[config.mk]
export PLATFORM = sky130hd
export DESIGN_NAME = wavetable_three_voice_sound_unit
export DESIGN_NICKNAME = d
export VERILOG_FILES = /design/src/rtl/wtsu_pkg.sv /design/src/rtl/wtsu_mixer.sv /design/src/rtl/wavetable_three_voice_sound_unit.sv
export SDC_FILE = /design/constraint.sdc
export NUM_CORES = 2
export LEC_CHECK = 0
export BUFFER_PORTS_ARGS = -buffer_cell sky130_fd_sc_hd__buf_2
export CAP_MARGIN = 20
export CORE_UTILIZATION = 35
export DETAILED_ROUTE_END_ITERATION = 8
export GPL_ROUTABILITY_DRIVEN = 0
export PLACE_DENSITY = 0.57
export SYNTH_ARGS = -nofsm -noshare
export SYNTH_HDL_FRONTEND = slang
export SYNTH_SLANG_ARGS = --single-unit
[constraint.sdc]
create_clock -name clock -period 5.1 [get_ports clock]
set_clock_uncertainty 0.2 [all_clocks]
set_input_delay 0.765 -clock clock [delete_from_list [all_inputs] [get_ports clock]]
set_output_delay 0.765 -clock clock [all_outputs]
set_load 0.03 [all_outputs]
[src/rtl/wtsu_pkg.sv]
// Shared constants, codes and types of the three-voice wavetable sound unit.
package wtsu_pkg;

   localparam int VOICES      = 3;
   localparam int VOICE_W     = (VOICES > 1) ? $clog2(VOICES) : 1;
   localparam int NUM_REGS    = 32;
   localparam int REG_ADDR_W  = 5;
   localparam int WAVE_DEPTH  = 256;
   localparam int WAVE_ADDR_W = 8;
   localparam int PHASE_W     = 20;
   localparam int NIB_W       = 4;
   localparam int WSEL_W      = 3;
   localparam int PIDX_W      = 5;
   localparam int PROD_W      = 2 * NIB_W;
   localparam int SAMPLE_W    = 10;
   localparam int CSR_IDX_W   = 4;
   localparam int OUTQ_DEPTH  = 2;
   localparam int OUTQ_CNT_W  = $clog2(OUTQ_DEPTH + 1);
   localparam int OUTQ_PTR_W  = $clog2(OUTQ_DEPTH);
   localparam int SAMPLE_MAX  = 675;

   // sound register map, voice v uses base + VOICE_STRIDE * v
   localparam int VOICE_STRIDE  = 5;
   localparam int REG_WSEL_BASE = 'h05;
   localparam int REG_FREQ0_LO  = 'h10;
   localparam int REG_FREQ_BASE = 'h11;
   localparam int REG_VOL_BASE  = 'h15;

   localparam logic [VOICE_W-1:0] LAST_VOICE = VOICE_W'(VOICES - 1);

   typedef enum logic [1:0] {
      MODE_TICK    = 2'd0,
      MODE_REG_WR  = 2'd1,
      MODE_WAVE_WR = 2'd2
   } mode_type;

   localparam logic [CSR_IDX_W-1:0] CSR_MUTE   = CSR_IDX_W'(0);
   localparam logic [CSR_IDX_W-1:0] CSR_OUT_EN = CSR_IDX_W'(1);

   // one wave read in flight, as seen by the mixer
   typedef struct packed {
      logic             valid;
      logic             first;
      logic             last;
      logic             emit;
      logic [NIB_W-1:0] vol;
   } slot_type;

endpackage

[src/rtl/wtsu_mixer.sv]
// Voice product accumulation, mute and the result queue with its credit count.
module wtsu_mixer import wtsu_pkg::*; (
   input  logic                clock,
   input  logic                reset,
   input  slot_type            slot,
   input  logic [NIB_W-1:0]    rd_data,
   input  logic                mute,
   input  logic                claim,
   output logic                room,
   output logic                rsp_valid,
   input  logic                rsp_ready,
   output logic [SAMPLE_W-1:0] rsp_sample
);

   logic [PROD_W-1:0]     prod;
   logic [SAMPLE_W-1:0]   acc_ff, acc_in;
   logic [SAMPLE_W-1:0]   q_ff [OUTQ_DEPTH];
   logic [OUTQ_PTR_W-1:0] wr_ptr_ff, rd_ptr_ff;
   logic [OUTQ_CNT_W-1:0] count_ff, credit_ff;
   logic                  push, pop;

   assign prod   = PROD_W'(rd_data) * PROD_W'(slot.vol);
   assign acc_in = (slot.first ? '0 : acc_ff) + SAMPLE_W'(prod);
   assign push   = slot.valid && slot.last && slot.emit;
   assign pop    = rsp_valid && rsp_ready;

   assign rsp_valid  = (count_ff != '0);
   assign rsp_sample = q_ff[rd_ptr_ff];
   // results owed to the sink, counted from acceptance of the tick
   assign room       = (credit_ff < OUTQ_CNT_W'(OUTQ_DEPTH));

   always_ff @(posedge clock) begin
      if (slot.valid) begin
         acc_ff <= acc_in;
      end
      if (push) begin
         q_ff[wr_ptr_ff] <= mute ? '0 : acc_in;
      end
   end

   always_ff @(posedge clock) begin
      if (reset) begin
         wr_ptr_ff <= '0;
         rd_ptr_ff <= '0;
         count_ff  <= '0;
         credit_ff <= '0;
      end else begin
         if (push) begin
            wr_ptr_ff <= (wr_ptr_ff == OUTQ_PTR_W'(OUTQ_DEPTH - 1)) ? '0 : wr_ptr_ff + 1'b1;
         end
         if (pop) begin
            rd_ptr_ff <= (rd_ptr_ff == OUTQ_PTR_W'(OUTQ_DEPTH - 1)) ? '0 : rd_ptr_ff + 1'b1;
         end
         count_ff  <= count_ff + OUTQ_CNT_W'(push) - OUTQ_CNT_W'(pop);
         credit_ff <= credit_ff + OUTQ_CNT_W'(claim) - OUTQ_CNT_W'(pop);
      end
   end

endmodule

[src/rtl/wavetable_three_voice_sound_unit.sv]
// Top level of the three-voice wavetable sound unit.
//
// Each req_ item is a tick (mode 0), a sound register write (mode 1, address 0..31,
// higher addresses ignored) or a waveform store write (mode 2); mode 3 is taken and
// dropped. A tick reads its voices in turn, voice 0 on acceptance and the rest while
// busy, because all voices share the single read port of the 256 x 4 waveform memory:
// for each voice its phase is advanced and its wave nibble is read. The product of
// nibble and volume is summed in the cycle after the read, and with the last voice's
// sum the sample enters a two-deep result queue in the same cycle. With output
// enabled a tick yields one rsp_ item; req_ready stays low until the tick's last voice
// is read, and also drops while two results are owed to a stalled sink. Both ready
// outputs stay low while reset is held. The waveform memory has no reset and must be
// written before it is played.
// Configuration: csr_index 0 is mute (reset 1), 1 is output enable (reset 0);
// change them only while the unit is idle.
module wavetable_three_voice_sound_unit import wtsu_pkg::*; (
   input  logic                 clock,
   input  logic                 reset,
   input  logic                 req_valid,
   output logic                 req_ready,
   input  logic [1:0]           req_mode,
   input  logic [7:0]           req_address,
   input  logic [7:0]           req_data,
   output logic                 rsp_valid,
   input  logic                 rsp_ready,
   output logic [SAMPLE_W-1:0]  rsp_sample,
   input  logic                 csr_valid,
   output logic                 csr_ready,
   input  logic [CSR_IDX_W-1:0] csr_index,
   input  logic                 csr_data
);

   // sound registers: flops, every field read at a fixed place
   logic [NIB_W-1:0]   sreg_ff  [NUM_REGS];
   logic [PHASE_W-1:0] phase_ff [VOICES];
   logic [NIB_W-1:0]   wave_mem [WAVE_DEPTH];
   logic [NIB_W-1:0]   wave_rd_ff;

   logic               busy_ff;
   logic [VOICE_W-1:0] voice_ff;
   logic               mute_ff, oe_ff;
   slot_type           slot_ff, slot_in;

   logic [PHASE_W-1:0] freq_v [VOICES];
   logic [NIB_W-1:0]   vol_v  [VOICES];
   logic [WSEL_W-1:0]  wsel_v [VOICES];

   logic                   req_acc, tick_acc, sreg_wr, wave_wr, issue, room, claim;
   logic [VOICE_W-1:0]     cur_v;
   logic [PHASE_W-1:0]     phase_new;
   logic [WAVE_ADDR_W-1:0] wave_addr;

   assign req_ready = !reset && !busy_ff && room;
   assign req_acc   = req_valid && req_ready;
   assign tick_acc  = req_acc && (req_mode == MODE_TICK);
   assign sreg_wr   = req_acc && (req_mode == MODE_REG_WR) && (req_address[7:REG_ADDR_W] == '0);
   assign wave_wr   = req_acc && (req_mode == MODE_WAVE_WR);
   assign claim     = tick_acc && oe_ff;
   assign csr_ready = !reset;

   // voice fields from the register map
   always_comb begin
      for (int v = 0; v < VOICES; v++) begin
         freq_v[v] = {sreg_ff[REG_ADDR_W'(REG_FREQ_BASE + 3 + VOICE_STRIDE * v)],
                      sreg_ff[REG_ADDR_W'(REG_FREQ_BASE + 2 + VOICE_STRIDE * v)],
                      sreg_ff[REG_ADDR_W'(REG_FREQ_BASE + 1 + VOICE_STRIDE * v)],
                      sreg_ff[REG_ADDR_W'(REG_FREQ_BASE + VOICE_STRIDE * v)],
                      (v == 0) ? sreg_ff[REG_ADDR_W'(REG_FREQ0_LO)] : {NIB_W{1'b0}}};
         vol_v[v]  = sreg_ff[REG_ADDR_W'(REG_VOL_BASE + VOICE_STRIDE * v)];
         wsel_v[v] = sreg_ff[REG_ADDR_W'(REG_WSEL_BASE + VOICE_STRIDE * v)][WSEL_W-1:0];
      end
   end

   // voice 0 goes on the acceptance cycle, the rest while busy
   assign issue     = tick_acc || busy_ff;
   assign cur_v     = busy_ff ? voice_ff : '0;
   assign phase_new = phase_ff[cur_v] + freq_v[cur_v];
   assign wave_addr = {wsel_v[cur_v], phase_new[PHASE_W-1 -: PIDX_W]};

   always_comb begin
      slot_in.valid = issue;
      slot_in.first = (cur_v == '0);
      slot_in.last  = (cur_v == LAST_VOICE);
      slot_in.emit  = oe_ff;
      slot_in.vol   = vol_v[cur_v];
   end

   always_ff @(posedge clock) begin
      if (reset) begin
         busy_ff  <= 1'b0;
         voice_ff <= '0;
         slot_ff  <= '0;
         mute_ff  <= 1'b1;
         oe_ff    <= 1'b0;
         for (int r = 0; r < NUM_REGS; r++) begin
            sreg_ff[r] <= '0;
         end
         for (int v = 0; v < VOICES; v++) begin
            phase_ff[v] <= '0;
         end
      end else begin
         slot_ff <= slot_in;
         if (issue) begin
            phase_ff[cur_v] <= phase_new;
         end
         if (tick_acc) begin
            busy_ff  <= (VOICES > 1);
            voice_ff <= VOICE_W'(1);
         end else if (busy_ff) begin
            if (voice_ff == LAST_VOICE) begin
               busy_ff <= 1'b0;
            end else begin
               voice_ff <= voice_ff + 1'b1;
            end
         end
         if (sreg_wr) begin
            sreg_ff[req_address[REG_ADDR_W-1:0]] <= req_data[NIB_W-1:0];
         end
         if (csr_valid && csr_ready) begin
            case (csr_index)
               CSR_MUTE:   mute_ff <= csr_data;
               CSR_OUT_EN: oe_ff   <= csr_data;
               default: ;
            endcase
         end
      end
   end

   // waveform memory: one write, one registered read; a later write never
   // overtakes a read already issued
   always_ff @(posedge clock) begin
      if (wave_wr) begin
         wave_mem[req_address] <= req_data[NIB_W-1:0];
      end
      if (issue) begin
         wave_rd_ff <= wave_mem[wave_addr];
      end
   end

   wtsu_mixer u_mixer (
      .clock      (clock),
      .reset      (reset),
      .slot       (slot_ff),
      .rd_data    (wave_rd_ff),
      .mute       (mute_ff),
      .claim      (claim),
      .room       (room),
      .rsp_valid  (rsp_valid),
      .rsp_ready  (rsp_ready),
      .rsp_sample (rsp_sample)
   );

endmodule

==> results.sh <==
export IMPL_yosysWarnings=0
export IMPL_drive_above_1_share_pct=27.54
export IMPL_ys_types=77
export IMPL_dp_hpwl_mm=81.64
export IMPL_start_kind="flop"
export IMPL_slew_headroom_pct=22.25
export IMPL_post_route_util_pct=42.08
export IMPL_layout_nets=3481
export IMPL_crit_fanout=9
export IMPL_hp_class="primary input to flop"
export IMPL_port_buffers=36
export IMPL_failed_checks="negative setup slack"
export IMPL_worstPathArrival_ns=5.37
export IMPL_worst_slew_pin_slew_ns=1.166
export IMPL_clkSlewWorstSetupHoldPaths_ns=0.06
export IMPL_synthFlopType="edfxtp_1"
export IMPL_grt_util_met1_pct=25.15
export IMPL_async_flop_share_pct=0
export IMPL_hold_buffers=0
export IMPL_final_cell_mix="edfxtp_1, nor2_1, buf_4"
export IMPL_layout_min_cycle_time_ns=5.119
export IMPL_grt_max_degree=145
export IMPL_insertion_delay_ns=0.76
export IMPL_gr_usage_met3_pct=3.572
export IMPL_ant_nets=0
export IMPL_post_route_period_util_pct=100.4
export IMPL_cap_violations=0
export IMPL_start_util_pct=35.26
export IMPL_grt_pass1_wl_mm=193.4
export IMPL_synth_edf_count=1211
export IMPL_core_area_um2=145600
export IMPL_clockBufferDepth=3
export IMPL_gr_max_usage_layer="met2"
export IMPL_finalHoldViolCount=0
export IMPL_fill_cells=12860
export IMPL_grt_pass1_vias=28660
export IMPL_met2_usage_pct=27.83
export IMPL_drt_vias_per_instance=5.307
export IMPL_remaining_drc_errors=0
export IMPL_synth_cells=3076
export IMPL_firstDrtPassIters=5
export IMPL_cts_root_buffer="clkbuf_16"
export IMPL_synth_top_cell_by_area="edfxtp_1"
export IMPL_clock_sinks=1231
export IMPL_antenna_found_initial=6
export IMPL_rsz0062_at_grt="yes"
export IMPL_powerDensity_nw_per_um2=434.9
export IMPL_rows=140
export IMPL_htreeDepth=3
export IMPL_syn_to_final_growth_pct=19.34
export IMPL_setup_viol=2
export IMPL_power_total_uw=26640
export IMPL_synth_top_area_share_pct=70.85
export IMPL_grtUsageTotal_pct=17.74
export IMPL_drt_iter0_markers=2749
export IMPL_routed_wl_mm=132.2
export IMPL_synth_seq_cells=1231
export IMPL_netlist_area_um2=51330
export IMPL_avgRoutedWirePerCell_um=24.37
export IMPL_io_pins=41
export IMPL_die_w_um=384.9
export IMPL_cts_buffers_inserted=120
export IMPL_cp_data_required_time_ns=5.35
export IMPL_syn_num_nets=3156
export IMPL_dieArea_um2=148200
export IMPL_synth_area_leaders="edfxtp_1, mux4_2, nor2_1"
export IMPL_seq_area_frac_synth_pct=71.63
export IMPL_num_vias=28790
export IMPL_globalRouteOverflowTotal=0
export IMPL_setup_slack_ns=-0.01926
export IMPL_clock_fmax_mhz=195.3
export IMPL_end_kind="flop"
export IMPL_cts_tree="built"
export IMPL_final_max_slew_viol_count=0
export IMPL_die_height_um=384.9
export IMPL_run_status="complete, but fails checks"
export IMPL_syn_avg_cell_area_um2=16.69
export IMPL_path_class="flop to flop"
export IMPL_cellLeakagePower_uw=0.02012
export IMPL_ir_drop_mv=0.3328
export IMPL_final_common_cell="edfxtp_1"
[critical path, cell delays in order, from the launching register on]
cell,delay [ns]
dfxtp_2,0.35
buf_8,0.14
buf_12,0.13
buf_4,0.11
mux2_2,0.33
a221o_1,0.37
ha_4,0.29
nand2_2,0.07
or3_4,0.39
and4_1,0.20
a221o_2,0.49
clkinv_8,0.13
buf_16,0.17
buf_6,0.13
buf_16,0.13
mux4_2,0.30
a22oi_2,0.22
a21oi_2,0.11
nor4_2,0.29
buf_4,0.20
nor4_2,0.06
[per-layer routing]
layer  vias up  share of wire [%]
met5         -              0.032
met4         8                2.4
met3       187                7.4
met2       999                 46
met1     14880                 44
li1      12710                  -
[repair_timing]
action / CTS / global route
cloned: 7 / 4
endpoints found under the setup margin: 4 / 4
buffers inserted: 29 / 18
pin swaps: 33 / 36
hold endpoints to repair: 0 / 0
gates resized for setup: 87 / 94
[area by class of cell]
| class | count | area (um^2) | share of cell area (%) |
|---|---|---|---|
| Sequential cell | 1231 | 36770 | 60.03 |
| Multi-Input combinational cell | 1607 | 13960 | 22.80 |
| Timing Repair Buffer | 374 | 3739 | 6.104 |
| Clock buffer | 149 | 3211 | 5.242 |
| Tap cell | 1917 | 2399 | 3.916 |
| Clock inverter | 76 | 864.6 | 1.411 |
| Inverter | 66 | 266.5 | 0.4351 |
| Timing Repair inverter | 1 | 30.03 | 0.04902 |
| Antenna cell | 3 | 7.507 | 0.01226 |
[kinds of logic (layout without fill, tap and decap cells)]
family	after synthesis	count (layout)	synth area share, %
buffers and inverters	238	666	2.455
and+or+nand+nor	837	837	7.404
AOI/OAI and AO/OA	399	399	5.344
other	0	3	0
adders and majority gates	52	52	1.414
DFF	1231	1231	71.63
muxes	287	287	11.11
xor gates and xnor gates	32	32	0.6387
[synthesized netlist by cell type (20+ instances only)]
cell type	n
nor2b_1	42
mux4_2	223
buf_6	26
nor2_1	394
mux2_2	33
and2_1	100
buf_4	29
a22oi_1	112
o21ai_0	51
dfxtp_1	20
o22ai_1	35
nand2_1	157
xnor2_1	20
edfxtp_1	1211
a21oi_1	91
mux2i_1	31
ha_1	42
nand3_1	66
inv_1	62
clkbuf_1	87
buf_2	21
[worst paths after layout]
path                                startpoint       endpoint  slack (ns)  depth (start not counted)
worst max-delay path               voice_ff[0]  wave_rd_ff[1]       -0.02                         20
worst min-delay path                  csr_data        mute_ff        0.13                          3
worst max register to register     voice_ff[0]  wave_rd_ff[1]       -0.02                         20
worst min register to register  sreg_ff[26][1]     slot_ff[1]        0.23                          2
[sequential cells by signal (all words and copies together) (netlist names), 4 cells and up, named ones only]
register / flops
wave_rd_ff: 4
slot_ff: 8
wave_mem: 1024
sreg_ff: 73
phase_ff: 80
u_mixer.acc_ff: 10
u_mixer.q_ff: 20
[metrics by stage]
stage / area [um^2] / TNS (ns) / hold WS, ns / worst slack [ns] / std cells
final: 61250 / -0.02928 / 0.1252 / -0.01926 / 5424
after global routing: 61250 / -0.6411 / 0.1130 / -0.1716 / 5421
after CTS: 60630 / -0.2016 / 0.06776 / -0.07091 / 5402
after detailed placement: 55680 / -1.449 / 0.2205 / -0.4327 / 5142
after global placement: 55680 / -1.027 / 0.2266 / -0.2848 / 5142
after floorplan: 51330 / 0 / 0.2081 / 0.03487 / 3076
[power by group]
group	switching, uW	internal (uW)
registers	41.4	11200
logic	3270	2990
clock network	3870	5280
No activity file was read; power rests on OpenSTA's default activity.
